$ cat src/differential_drive_supervisor_core_defines.svh
// Assertion macros for the differential drive supervisor core.
// Uses clk and rst_n of the including module; empty when SYNTH is set.
`ifndef DIFFERENTIAL_DRIVE_SUPERVISOR_CORE_DEFINES_SVH
`define DIFFERENTIAL_DRIVE_SUPERVISOR_CORE_DEFINES_SVH

`ifndef SYNTH

`define DDS_ASSERT_IMP(label, ante, cons) \
    label: assert property (@(posedge clk) disable iff (!rst_n) (ante) |-> (cons)) \
        else $error("assertion failed");

`define DDS_ASSERT_NXT(label, ante, cons) \
    label: assert property (@(posedge clk) disable iff (!rst_n) (ante) |=> (cons)) \
        else $error("assertion failed");

`else

`define DDS_ASSERT_IMP(label, ante, cons)

`define DDS_ASSERT_NXT(label, ante, cons)

`endif

`endif

$ cat src/dds_pkg.sv
// Shared constants, codes and helpers for the differential drive supervisor.
// No dependencies.
package dds_pkg;

    // Field widths
    localparam int REQ_W   = 2;
    localparam int CMD_W   = 16;
    localparam int DIST_W  = 10;
    localparam int CLEAR_W = 12;
    localparam int FS_W    = 16;
    localparam int REF_W   = 8;
    localparam int MAG_W   = 8;
    localparam int DRIVE_W = 18;
    localparam int MODE_W  = 2;
    localparam int PROD_W  = FS_W + MAG_W;

    // Stream and configuration port widths
    localparam int S_TDATA_W = 48;
    localparam int S_TUSER_W = 8;
    localparam int M_TDATA_W = 40;
    localparam int M_TUSER_W = 8;
    localparam int CFG_IDX_W = 2;
    localparam int CFG_DAT_W = 16;

    // Default blink period in ticks
    localparam int BLINK_PERIOD_DEF = 500;

    // Register reset values
    localparam logic [DIST_W-1:0]  THRESH_RST = 10'd20;
    localparam logic [CLEAR_W-1:0] CLEAR_RST  = 12'd2500;
    localparam logic [FS_W-1:0]    FS_RST     = 16'd10000;

    // Register indexes
    localparam logic [CFG_IDX_W-1:0] CFG_THRESH = 2'd0;
    localparam logic [CFG_IDX_W-1:0] CFG_CLEAR  = 2'd1;
    localparam logic [CFG_IDX_W-1:0] CFG_FS     = 2'd2;

    // Command codes
    localparam logic [REQ_W-1:0] REQ_NONE  = 2'd0;
    localparam logic [REQ_W-1:0] REQ_SET   = 2'd1;
    localparam logic [REQ_W-1:0] REQ_STOP  = 2'd2;
    localparam logic [REQ_W-1:0] REQ_START = 2'd3;

    // Mode codes as seen on the output
    localparam logic [MODE_W-1:0] MODE_WAIT   = 2'd0;
    localparam logic [MODE_W-1:0] MODE_MOVING = 2'd1;
    localparam logic [MODE_W-1:0] MODE_EMERG  = 2'd2;

    // Reference limit
    localparam logic signed [REF_W-1:0] REF_LIMIT = 8'sd100;

    // floor(x / 100) = (x * DIV100_MULT) >> DIV100_SHIFT, exact for x < 2^24
    localparam int                RECIP_W      = 25;
    localparam int                DIV100_SHIFT = 31;
    localparam logic [RECIP_W-1:0] DIV100_MULT = 25'd21474837;

    // Result status fields, mode_now in the lowest bits
    typedef struct packed {
        logic              lights_on;
        logic              emergency_cleared;
        logic              emergency_entered;
        logic [MODE_W-1:0] mode_now;
    } status_t;

    function automatic logic signed [REF_W-1:0] clamp_ref(input logic signed [CMD_W-1:0] v);
        logic signed [REF_W-1:0] r;
        if (v > CMD_W'(REF_LIMIT))
        begin
            r = REF_LIMIT;
        end
        else if (v < -CMD_W'(REF_LIMIT))
        begin
            r = -REF_LIMIT;
        end
        else
        begin
            r = v[REF_W-1:0];
        end
        return r;
    endfunction

endpackage

$ cat src/differential_drive_supervisor_core.sv
// Differential drive supervisor: mode machine, reference store and wheel drive mix.
// Depends on dds_pkg and differential_drive_supervisor_core_defines.svh.
//
// One control tick is taken per clock cycle while the output is not stalled; its result
// passes four registers: input register, mode/reference update with mix, full-scale
// multiply, then the divide by 100 done as a reciprocal multiply into the output
// register. The two multiplier stages follow the per-tick state update, which completes
// in the update stage, so transfers can follow back to back. Each stage holds while the
// one after it is full and stalled, so bubbles are absorbed. Configuration writes take
// effect at once and are meant for idle periods only.
`include "differential_drive_supervisor_core_defines.svh"

module differential_drive_supervisor_core #(
    parameter int BLINK_PERIOD = dds_pkg::BLINK_PERIOD_DEF
) (
    input  logic                           clk,
    input  logic                           rst_n,
    // configuration write port
    input  logic                           cfg_we,
    input  logic [dds_pkg::CFG_IDX_W-1:0]  cfg_index,
    input  logic [dds_pkg::CFG_DAT_W-1:0]  cfg_wdata,
    // tick stream in
    input  logic                           s_tvalid,
    output logic                           s_tready,
    // speed_cmd [15:0], yaw_cmd [31:16], obstacle_distance [41:32], zeros above
    input  logic [dds_pkg::S_TDATA_W-1:0]  s_tdata,
    // req_type [1:0], button_press [2], zeros above
    input  logic [dds_pkg::S_TUSER_W-1:0]  s_tuser,
    // result stream out
    output logic                           m_tvalid,
    input  logic                           m_tready,
    // left_drive [17:0], right_drive [35:18], zeros above
    output logic [dds_pkg::M_TDATA_W-1:0]  m_tdata,
    // mode_now [1:0], emergency_entered [2], emergency_cleared [3], lights_on [4]
    output logic [dds_pkg::M_TUSER_W-1:0]  m_tuser
);
    import dds_pkg::*;

    localparam int PHASE_W = (BLINK_PERIOD > 2) ? $clog2(BLINK_PERIOD) : 1;
    localparam logic [PHASE_W-1:0] PHASE_LAST = PHASE_W'(BLINK_PERIOD - 1);
    localparam int QPROD_W = PROD_W + RECIP_W;

    typedef enum logic [MODE_W-1:0] {
        ST_WAIT   = MODE_WAIT,
        ST_MOVING = MODE_MOVING,
        ST_EMERG  = MODE_EMERG
    } mode_t;

    // configuration
    logic [DIST_W-1:0]  thresh_reg;
    logic [CLEAR_W-1:0] clear_ticks_reg;
    logic [FS_W-1:0]    fs_reg;

    // supervisor state
    mode_t                   mode_reg, mode_next;
    logic signed [REF_W-1:0] speed_ref_reg, speed_ref_next;
    logic signed [REF_W-1:0] yaw_ref_reg, yaw_ref_next;
    logic [CLEAR_W-1:0]      clear_run_reg, clear_run_next;
    logic [PHASE_W-1:0]      phase_reg, phase_next;
    logic                    light_reg, light_next;

    // pipeline valids
    logic v1_reg, v2_reg, v3_reg, v4_reg;
    logic rdy1, rdy2, rdy3, rdy4;
    logic adv1;

    // stage 1: input register
    logic [REQ_W-1:0]        req1_reg;
    logic signed [CMD_W-1:0] scmd1_reg;
    logic signed [CMD_W-1:0] ycmd1_reg;
    logic                    press1_reg;
    logic [DIST_W-1:0]       dist1_reg;

    // stage 2: mix magnitudes
    logic [MAG_W-1:0] lmag2_reg, rmag2_reg, lmag_next, rmag_next;
    logic             lneg2_reg, rneg2_reg, lneg_next, rneg_next;
    status_t          st2_reg, st_next;

    // stage 3: scaled products
    logic [PROD_W-1:0] lprod3_reg, rprod3_reg;
    logic              lneg3_reg, rneg3_reg;
    status_t           st3_reg;

    // stage 4: output register
    logic [DRIVE_W-1:0] left4_reg, right4_reg, left_next, right_next;
    status_t            st4_reg;

    // update logic temporaries
    mode_t                   mode_a, mode_b;
    logic                    entered_c, cleared_c;
    logic [CLEAR_W-1:0]      run_inc;
    logic signed [REF_W:0]   lmix, rmix;
    logic [REF_W:0]          lmix_n, rmix_n;
    logic [QPROD_W-1:0]      lq_full, rq_full;
    logic [DRIVE_W-1:0]      lq, rq;

    // handshake: a stage takes a new item when empty or when it moves on
    assign rdy4     = !v4_reg || m_tready;
    assign rdy3     = !v3_reg || rdy4;
    assign rdy2     = !v2_reg || rdy3;
    assign rdy1     = !v1_reg || rdy2;
    assign s_tready = rdy1;
    assign adv1     = v1_reg && rdy2;

    // ---------------- per-tick supervisor update ----------------
    always_comb
    begin
        mode_a         = mode_reg;
        speed_ref_next = speed_ref_reg;
        yaw_ref_next   = yaw_ref_reg;
        clear_run_next = clear_run_reg;
        light_next     = light_reg;
        entered_c      = 1'b0;
        cleared_c      = 1'b0;
        run_inc        = (&clear_run_reg) ? clear_run_reg : clear_run_reg + 1'b1;

        // button toggles wait/moving outside emergency
        if (press1_reg && mode_reg != ST_EMERG)
        begin
            mode_a = (mode_reg == ST_WAIT) ? ST_MOVING : ST_WAIT;
        end

        mode_b = mode_a;
        case (req1_reg)
            REQ_SET:
            begin
                speed_ref_next = clamp_ref(scmd1_reg);
                yaw_ref_next   = clamp_ref(ycmd1_reg);
            end
            REQ_STOP:
            begin
                if (mode_a != ST_EMERG)
                begin
                    mode_b = ST_WAIT;
                end
            end
            REQ_START:
            begin
                if (mode_a != ST_EMERG)
                begin
                    mode_b = ST_MOVING;
                end
            end
            default:
            begin
                mode_b = mode_a;
            end
        endcase

        mode_next = mode_b;
        case (mode_b)
            ST_MOVING:
            begin
                if (dist1_reg < thresh_reg)
                begin
                    mode_next      = ST_EMERG;
                    entered_c      = 1'b1;
                    clear_run_next = '0;
                end
            end
            ST_EMERG:
            begin
                if (phase_reg == '0)
                begin
                    light_next = !light_reg;
                end
                clear_run_next = (dist1_reg >= thresh_reg) ? run_inc : '0;
                if (clear_run_next >= clear_ticks_reg)
                begin
                    mode_next  = ST_WAIT;
                    cleared_c  = 1'b1;
                    light_next = 1'b0;
                end
            end
            default:
            begin
                mode_next = ST_WAIT;
            end
        endcase

        phase_next = (phase_reg == PHASE_LAST) ? '0 : phase_reg + 1'b1;

        // wheel mix from the updated references, zero unless moving
        lmix   = {speed_ref_next[REF_W-1], speed_ref_next}
               - {yaw_ref_next[REF_W-1], yaw_ref_next};
        rmix   = {speed_ref_next[REF_W-1], speed_ref_next}
               + {yaw_ref_next[REF_W-1], yaw_ref_next};
        lmix_n = -lmix;
        rmix_n = -rmix;
        lneg_next = lmix[REF_W];
        rneg_next = rmix[REF_W];
        lmag_next = lmix[REF_W] ? lmix_n[MAG_W-1:0] : lmix[MAG_W-1:0];
        rmag_next = rmix[REF_W] ? rmix_n[MAG_W-1:0] : rmix[MAG_W-1:0];
        if (mode_next != ST_MOVING)
        begin
            lmag_next = '0;
            rmag_next = '0;
        end

        st_next.mode_now          = mode_next;
        st_next.emergency_entered = entered_c;
        st_next.emergency_cleared = cleared_c;
        st_next.lights_on         = light_next;
    end

    // state, configuration and pipeline control
    always_ff @(posedge clk or negedge rst_n)
    begin
        if (!rst_n)
        begin
            thresh_reg      <= THRESH_RST;
            clear_ticks_reg <= CLEAR_RST;
            fs_reg          <= FS_RST;
            mode_reg        <= ST_WAIT;
            speed_ref_reg   <= '0;
            yaw_ref_reg     <= '0;
            clear_run_reg   <= '0;
            phase_reg       <= '0;
            light_reg       <= 1'b0;
            v1_reg          <= 1'b0;
            v2_reg          <= 1'b0;
            v3_reg          <= 1'b0;
            v4_reg          <= 1'b0;
        end
        else
        begin
            if (cfg_we)
            begin
                case (cfg_index)
                    CFG_THRESH: thresh_reg      <= cfg_wdata[DIST_W-1:0];
                    CFG_CLEAR:  clear_ticks_reg <= cfg_wdata[CLEAR_W-1:0];
                    CFG_FS:     fs_reg          <= cfg_wdata[FS_W-1:0];
                    default:    thresh_reg      <= thresh_reg;
                endcase
            end
            if (adv1)
            begin
                mode_reg      <= mode_next;
                speed_ref_reg <= speed_ref_next;
                yaw_ref_reg   <= yaw_ref_next;
                clear_run_reg <= clear_run_next;
                phase_reg     <= phase_next;
                light_reg     <= light_next;
            end
            if (rdy1)
            begin
                v1_reg <= s_tvalid;
            end
            if (rdy2)
            begin
                v2_reg <= v1_reg;
            end
            if (rdy3)
            begin
                v3_reg <= v2_reg;
            end
            if (rdy4)
            begin
                v4_reg <= v3_reg;
            end
        end
    end

    // ---------------- datapath ----------------
    always_comb
    begin
        lq_full    = QPROD_W'(lprod3_reg) * QPROD_W'(DIV100_MULT);
        rq_full    = QPROD_W'(rprod3_reg) * QPROD_W'(DIV100_MULT);
        lq         = lq_full[DIV100_SHIFT +: DRIVE_W];
        rq         = rq_full[DIV100_SHIFT +: DRIVE_W];
        left_next  = lneg3_reg ? -lq : lq;
        right_next = rneg3_reg ? -rq : rq;
    end

    always_ff @(posedge clk)
    begin
        if (rdy1 && s_tvalid)
        begin
            req1_reg   <= s_tuser[REQ_W-1:0];
            press1_reg <= s_tuser[REQ_W];
            scmd1_reg  <= s_tdata[CMD_W-1:0];
            ycmd1_reg  <= s_tdata[2*CMD_W-1:CMD_W];
            dist1_reg  <= s_tdata[2*CMD_W +: DIST_W];
        end
        if (adv1)
        begin
            lmag2_reg <= lmag_next;
            rmag2_reg <= rmag_next;
            lneg2_reg <= lneg_next;
            rneg2_reg <= rneg_next;
            st2_reg   <= st_next;
        end
        if (rdy3 && v2_reg)
        begin
            lprod3_reg <= PROD_W'(fs_reg) * PROD_W'(lmag2_reg);
            rprod3_reg <= PROD_W'(fs_reg) * PROD_W'(rmag2_reg);
            lneg3_reg  <= lneg2_reg;
            rneg3_reg  <= rneg2_reg;
            st3_reg    <= st2_reg;
        end
        if (rdy4 && v3_reg)
        begin
            left4_reg  <= left_next;
            right4_reg <= right_next;
            st4_reg    <= st3_reg;
        end
    end

    assign m_tvalid = v4_reg;
    assign m_tdata  = {(M_TDATA_W - 2*DRIVE_W)'(0), right4_reg, left4_reg};
    assign m_tuser  = {(M_TUSER_W - $bits(status_t))'(0), st4_reg};

    // ---------------- assertions ----------------
    `DDS_ASSERT_IMP(a_drive_zero_unless_moving,
        m_tvalid && st4_reg.mode_now != MODE_MOVING,
        left4_reg == '0 && right4_reg == '0)
    `DDS_ASSERT_IMP(a_entered_means_emerg,
        m_tvalid && st4_reg.emergency_entered,
        st4_reg.mode_now == MODE_EMERG && !st4_reg.emergency_cleared)
    `DDS_ASSERT_IMP(a_cleared_means_wait_dark,
        m_tvalid && st4_reg.emergency_cleared,
        st4_reg.mode_now == MODE_WAIT && !st4_reg.lights_on)
    `DDS_ASSERT_IMP(a_leave_emerg_needs_run,
        adv1 && mode_reg == ST_EMERG && mode_next != ST_EMERG,
        clear_run_next >= clear_ticks_reg && cleared_c)
    `DDS_ASSERT_NXT(a_entry_lands_in_emerg,
        adv1 && entered_c,
        mode_reg == ST_EMERG && clear_run_reg == '0)

endmodule

$ cat config.mk
export PLATFORM = sky130hd
export DESIGN_NAME = differential_drive_supervisor_core
export DESIGN_NICKNAME = d
export VERILOG_FILES = /design/src/dds_pkg.sv /design/src/differential_drive_supervisor_core.sv
export VERILOG_INCLUDE_DIRS = /design/src /design/src/src
export SDC_FILE = /design/constraint.sdc
export NUM_CORES = 2
export LEC_CHECK = 0
export ABC_AREA = 0
export ABC_CLOCK_PERIOD_IN_PS = 20000
export BUFFER_PORTS_ARGS = -buffer_cell sky130_fd_sc_hd__buf_2
export CORE_UTILIZATION = 55
export DETAILED_ROUTE_END_ITERATION = 8
export MAX_ROUTING_LAYER = met4
export PLACE_DENSITY = 0.72
export REMOVE_ABC_BUFFERS = 1
export SKIP_LAST_GASP = 1
export SLEW_MARGIN = 20
export SYNTH_ARGS = -nofsm -noshare
export SYNTH_HDL_FRONTEND = slang
export SYNTH_SLANG_ARGS = --single-unit
$ cat constraint.sdc
create_clock -name clk -period 20 [get_ports clk]
set_input_delay 2 -clock clk [delete_from_list [all_inputs] [get_ports clk]]
set_output_delay 2 -clock clk [all_outputs]
set_load 0.1 [all_outputs]
# Word level (Yosys, flattened, before mapping)

Cells that the tools add are included.

Logic and storage cells: 122
Input port bits: 79
Register bits: 246
Output and inout bits: 50

Reductions and logical operators: 23
Multipliers: 4
Equal/unequal tests: 12
Muxes and demuxes: 28
$lt $le $gt $ge: 7
$add $sub $neg: 8

Operators by type and width:

| cell                     | number |
|---|---|
| $mul A24 B25 Y49 const B | 2 |
| $mux W8                  | 8 |
| $mul A16 B8 Y24          | 2 |
| $mux W12                 | 3 |
| $mux W18                 | 2 |
| $neg A18 Y18             | 2 |
| $gt A16 B8 Y1 const B    | 2 |
| $lt A16 B8 Y1 const B    | 2 |
| $pmux W12 S2             | 1 |
| $neg A8 Y8               | 2 |
| $add A12 B1 Y12 const B  | 1 |
| $ge A12 B12 Y1           | 1 |
| $reduce_and A12 Y1       | 1 |
| $ge A10 B10 Y1           | 1 |
| $lt A10 B10 Y1           | 1 |
| $mux W2                  | 5 |
| $add A8 B8 Y9            | 1 |
| $add A9 B1 Y9 const B    | 1 |
| $eq A9 B9 Y1 const B     | 1 |
| $logic_not A9 Y1         | 1 |
| $mux W9                  | 1 |
| $sub A8 B8 Y9            | 1 |
| $eq A2 B2 Y1 const B     | 4 |
| $pmux W2 S2              | 2 |
| 11 further kinds         | 34 |

# Logic depth before layout (Yosys ltp)

Depth in word-level cells: 9
Depth in mapped cells: 29
Gate-level depth less buffers: 29

# Worst setup path after synthesis

Ideal clock, no wire load.

Kind: register to register
Start: reg lprod3_reg[7]
End: reg left4_reg[17] (data pin)
Setup time: 260 ps
Required time: 19740 ps
Arrival: 7271 ps
Clock period less this slack: 7532 ps
Path buffers: 0
Cell stages (with the launch flop): 26
Path slack: 12468 ps
Path through: edfxtp_1 inv_1 fa_1 inv_1 fa_1 inv_1 fa_1 inv_1 fa_1 fa_1 fa_1 inv_1 fa_1 inv_1 ha_1 nand2_2 nor4_4 nand4_1 o32ai_2 nor4_2 o31ai_2 xor2_1 or4_4 or4b_4 a311oi_2 xnor2_1

Cells in the longest elaborated chain, start to end: 3

RTL lines:

| item                   | line                                      | text |
|---|---|---|
| from (decl)            | differential_drive_supervisor_core.sv:80  | `logic [PROD_W-1:0] lprod3_reg, rprod3_reg;` |
| from (signal assigned) | differential_drive_supervisor_core.sv:295 | `lprod3_reg <= PROD_W'(fs_reg) * PROD_W'(lmag2_reg);` |
| $mul A24 B25 Y49 *     | differential_drive_supervisor_core.sv:267 | `lq_full = QPROD_W'(lprod3_reg) * QPROD_W'(DIV100_MULT);` |
| $neg A18 Y18           | differential_drive_supervisor_core.sv:271 | `left_next = lneg3_reg ? -lq : lq;` |
| $mux W18 *             | differential_drive_supervisor_core.sv:271 |  |
| net left_next[17]      | differential_drive_supervisor_core.sv:85  | `logic [DRIVE_W-1:0] left4_reg, right4_reg, left_next, right_next;` |
| to (signal assigned)   | differential_drive_supervisor_core.sv:303 | `left4_reg <= left_next;` |
| to (decl)              | differential_drive_supervisor_core.sv:85  |  |

The timed path passes the listed nets; every way through them passes the cells marked *.
A chain may end at the register's enable or synchronous reset.

# Worst setup path after layout

Start: reg rprod3_reg[7]
End: reg right4_reg[15] (data pin)

Cells in the longest elaborated chain, start to end: 3

RTL lines:

| item                   | line                                      | text |
|---|---|---|
| from (decl)            | differential_drive_supervisor_core.sv:80  |  |
| from (signal assigned) | differential_drive_supervisor_core.sv:296 | `rprod3_reg <= PROD_W'(fs_reg) * PROD_W'(rmag2_reg);` |
| $mul A24 B25 Y49 *     | differential_drive_supervisor_core.sv:268 | `rq_full = QPROD_W'(rprod3_reg) * QPROD_W'(DIV100_MULT);` |
| $neg A18 Y18           | differential_drive_supervisor_core.sv:272 | `right_next = rneg3_reg ? -rq : rq;` |
| $mux W18 *             | differential_drive_supervisor_core.sv:272 |  |
| net right_next[15]     | differential_drive_supervisor_core.sv:85  |  |
| to (signal assigned)   | differential_drive_supervisor_core.sv:304 | `right4_reg <= right_next;` |
| to (decl)              | differential_drive_supervisor_core.sv:85  |  |

Marks and branches as above.

==> summary.md <==
| Metric | Value |
|---|---|
| Status | finished, final reports clean |
| Iter 0 DRT Violations | approximately 1500 |
| Synthesized flop and latch total | 244 |
| Hold/Removal Path Class | reg2reg |
| Number of routed nets with antenna violations | 0 |
| First-pass GRT wire length | between 100000 and 150000 microns |
| Die area | 70100 sq um |
| Mapped Cells | 3705 |
| DR pass1 iterations | 5 |
| Max-slew violations | 0 |
| Layout cells sized above 1 | 6.48% |
| Setup violators final | 0 |
| # fillers | 5705 |
| Tcrit/Tclk final | 43.9% |
| # resized after CTS | 0 |
| CTS tree | yes |
| Nets@finish | 5072 |
| WL final | between 80000 and 90000 microns |
| Area of the core | 67800 sq um |
| Top cells by area, synth | fa_1 30%, ha_1 21%, edfxtp_1 13%, inv_1 7.7%, dfrtp_1 4.6% |
| Number of synthesized flops with an enable pin | 162 |
| Post-Synth Simple-Gate Area | between 10% and 20% |
| Fmax achieved | ~110 MHz |
| Flop2flop setup slack | 11230 ps |
| Setup TNS | 0 ps |
| Die H | 265 microns |
| Initial Utilization | 56.1% |
| Most used DFF post-synth | edfxtp_1 |
| Initial antenna violation count | 0 |
| Chip width | 265 microns |
| Async SR Flop Fraction | 33.6% |
| Synth Area in Compound Gates | 8.26% |
| CP arrival | around 9000 ps |
| Crit path capture | right4_reg[15]$_DFFE_PP_ |
| Synth top area share | 30.0% |
| CTS Buf Count | 29 |
| Max FO, Critical Path | 8 |
| Unrepaired setup endpoints after global routing | false |
| Rel. slew slack | 28.4% |
| Critical path type | reg2reg |
| GP Congestion | 0.951 |
| Netlist Area Pre-Place | 38000 sq um |
| Area delta synth->final | 6.51% |
| Distinct cell type count after synthesis | 87 |
| Critical Path End Type | flop |
| Largest family of logic cells by synthesized area | adder cells |
| IO Count | 129 |
| GRT Util Overall | 25.3% |
| Clk_lat worst skew | 580 ps |
| Vias | 25800 |
| Vias in the first global route | 26600 |
| Vias/cell | 5.51 |
| Reg2reg end | right4_reg[15]$_DFFE_PP_ |
| YS warnings | 0 |
| Post-synthesis xor/xnor area fraction | 2.93% |
| Number of remaining DRC errors | 0 |
| WP data required | 20270 ps |
| R2r worst-path depth | 25 |
| Crit. Startpoint | rprod3_reg[7]$_DFFE_PP_ |
| R2r startpoint | rprod3_reg[7]$_DFFE_PP_ |
| Dpl ws | about 11000 ps |
| Startpoint type of the worst setup path | flop |
| Post-route setup slack | 11230 ps |
| Grt ovf | 0 |
| Adder-cell share of the synthesized area | slightly above 50% |
| H-Tree Depth | 1 |
| CTS Sinks | 244 |
| Port buffer count | 110 |
| Tmin final | 8770 ps |
| Synth Area per Inst | 10.3 sq um |
| # hold bufs at CTS | 0 |
| Post-synthesis sequential area ratio | 18.3% |
| Max clock buf depth | 3 |
| Biggest area consumer among synthesized cells | fa_1 |
| Clock transition at path regs | around 60 ps |
| # rows | 95 |
| Multi-input gate area in the final layout | about 28000 sq um |
| Worst-margin pin slew | 1070 ps |
| Dpl hpwl | 68900 microns |
| Clk root buf | clkbuf_16 |
| Setup Skew | 16.7 ps |
| Largest net degree at the start of global routing | 55 |
| Max-cap violations | 0 |
| Post CTS Setup Buffer Count | 0 |
| Largest register FFs | 24 |
| Register Area | roughly 6900 sq um |
| Final hold vios | 0 |
| Post-synthesis mux area share | 1.08% |
| Ant. Diodes | 0 |
| Post-DR wirelength/cell | 17.5 microns |
## cells by family (layout without fill, tap and decap cells)
kind of cell | Yosys count | in the layout
AO/OA/AOI/OAI | 476 | 476
XOR/XNOR | 127 | 127
adder cells (fa/ha/maj) | 1203 | 1203
buffers and inverters | 844 | 945
flip-flops | 244 | 244
multiplexers | 37 | 37
other | 1 | 7
AND/OR/NAND/NOR | 773 | 773
## cells in the mapped netlist (12+ instances only)
master / instances
a21oi_1: 118
o31ai_1: 20
nand4_1: 26
nand2_1: 268
a22o_1: 13
clkbuf_1: 54
or2_2: 12
xnor2_1: 85
nand3_1: 31
mux2_2: 31
dfstp_2: 12
a21o_1: 53
nor2b_1: 23
and3_1: 23
o21a_1: 14
nor2_1: 127
ha_1: 633
xor2_1: 42
and2_1: 141
edfxtp_1: 162
nand2b_1: 30
fa_1: 570
nor4_1: 14
dfrtp_1: 70
o211ai_1: 17
o21ai_0: 110
nor3_1: 31
o21bai_1: 15
inv_1: 775
a211oi_1: 18
## critical path, stage by stage (launching register included)
cell      delay [ps]
edfxtp_1         670
inv_1            180
fa_1             530
inv_1             80
fa_1             510
inv_1             60
fa_1             510
inv_1             60
fa_1             490
fa_1             510
fa_1             490
inv_1             50
fa_1             550
inv_1             60
ha_1             310
and3_1           200
nand3_1          160
or4_1            440
a211oi_1         550
o21ai_1          270
nand2_1          130
xor2_1           110
or4_1            580
nand2b_1         290
o41ai_1          450
xnor2_1          230
## per-layer routing
layer / global-route usage, % / vias up / share of wire (%)
met5: - / - / 0
met4: 4.58 / 0 / 1.7
met3: 4.09 / 89 / 6.2
met2: 40.2 / 610 / 47
met1: 34.7 / 12900 / 45
li1: - / 12300 / -
## worst min-delay path by stage
stage | startpoint | end | slack, ps | cells past startpoint
final | st2_reg[3]$_SDFFCE_PP0P_ | st3_reg[3]$_DFFE_PP_ | 420 | 0
after global routing | st2_reg[0]$_DFFE_PP_ | st3_reg[0]$_DFFE_PP_ | 420 | 0
after CTS | st2_reg[1]$_DFFE_PP_ | st3_reg[1]$_DFFE_PP_ | 420 | 0
after detailed placement | st2_reg[1]$_DFFE_PP_ | st3_reg[1]$_DFFE_PP_ | 410 | 0
after global placement | st2_reg[1]$_DFFE_PP_ | st3_reg[1]$_DFFE_PP_ | 400 | 0
after floorplan | lneg2_reg$_DFFE_PP_ | lneg3_reg$_DFFE_PP_ | 400 | 0
## per-stage QoR
stage | utilization, % | instances | hold WS, ps | instance area (sq um)
after floorplan | - | 3643 | 400 | 37700
after global placement | 58.2 | 4632 | 403 | 39400
after global routing | 59.7 | 4685 | 425 | 40500
after CTS | 59.7 | 4685 | 420 | 40500
final | 59.7 | 4685 | 418 | 40500
after detailed placement | 58.2 | 4632 | 405 | 39400
## layout make-up
| class | instances | area share [%] |
|---|---|---|
| clock buffer | 44 | 2.32 |
| tap | 873 | 2.70 |
| clock inverter | 9 | 0.229 |
| sequential | 244 | 17.1 |
| inverter | 776 | 7.20 |
| multi-input combinational | 2623 | 68.9 |
| timing repair buffer | 116 | 1.48 |
## layout by cell type (no fill, tap or decap), types with 11 or more instances in the layout
cell type / count
a211oi_1: 18
a21o_1: 53
a21oi_1: 118
a22o_1: 13
and2_1: 139
and3_1: 23
buf_2: 109
clkbuf_16: 34
dfrtp_1: 70
dfstp_2: 12
edfxtp_1: 162
fa_1: 570
ha_1: 633
inv_1: 775
mux2_2: 31
nand2_1: 268
nand2b_1: 30
nand3_1: 31
nand4_1: 26
nor2_1: 127
nor2b_1: 22
nor3_1: 31
nor4_1: 14
o211ai_1: 17
o21a_1: 14
o21ai_0: 110
o21bai_1: 15
o31ai_1: 20
or2_2: 12
or3_1: 11
xnor2_1: 85
xor2_1: 42
Power is not shown: default switching activity piles up to over one toggle a cycle in this logic, so the estimate is an artifact.
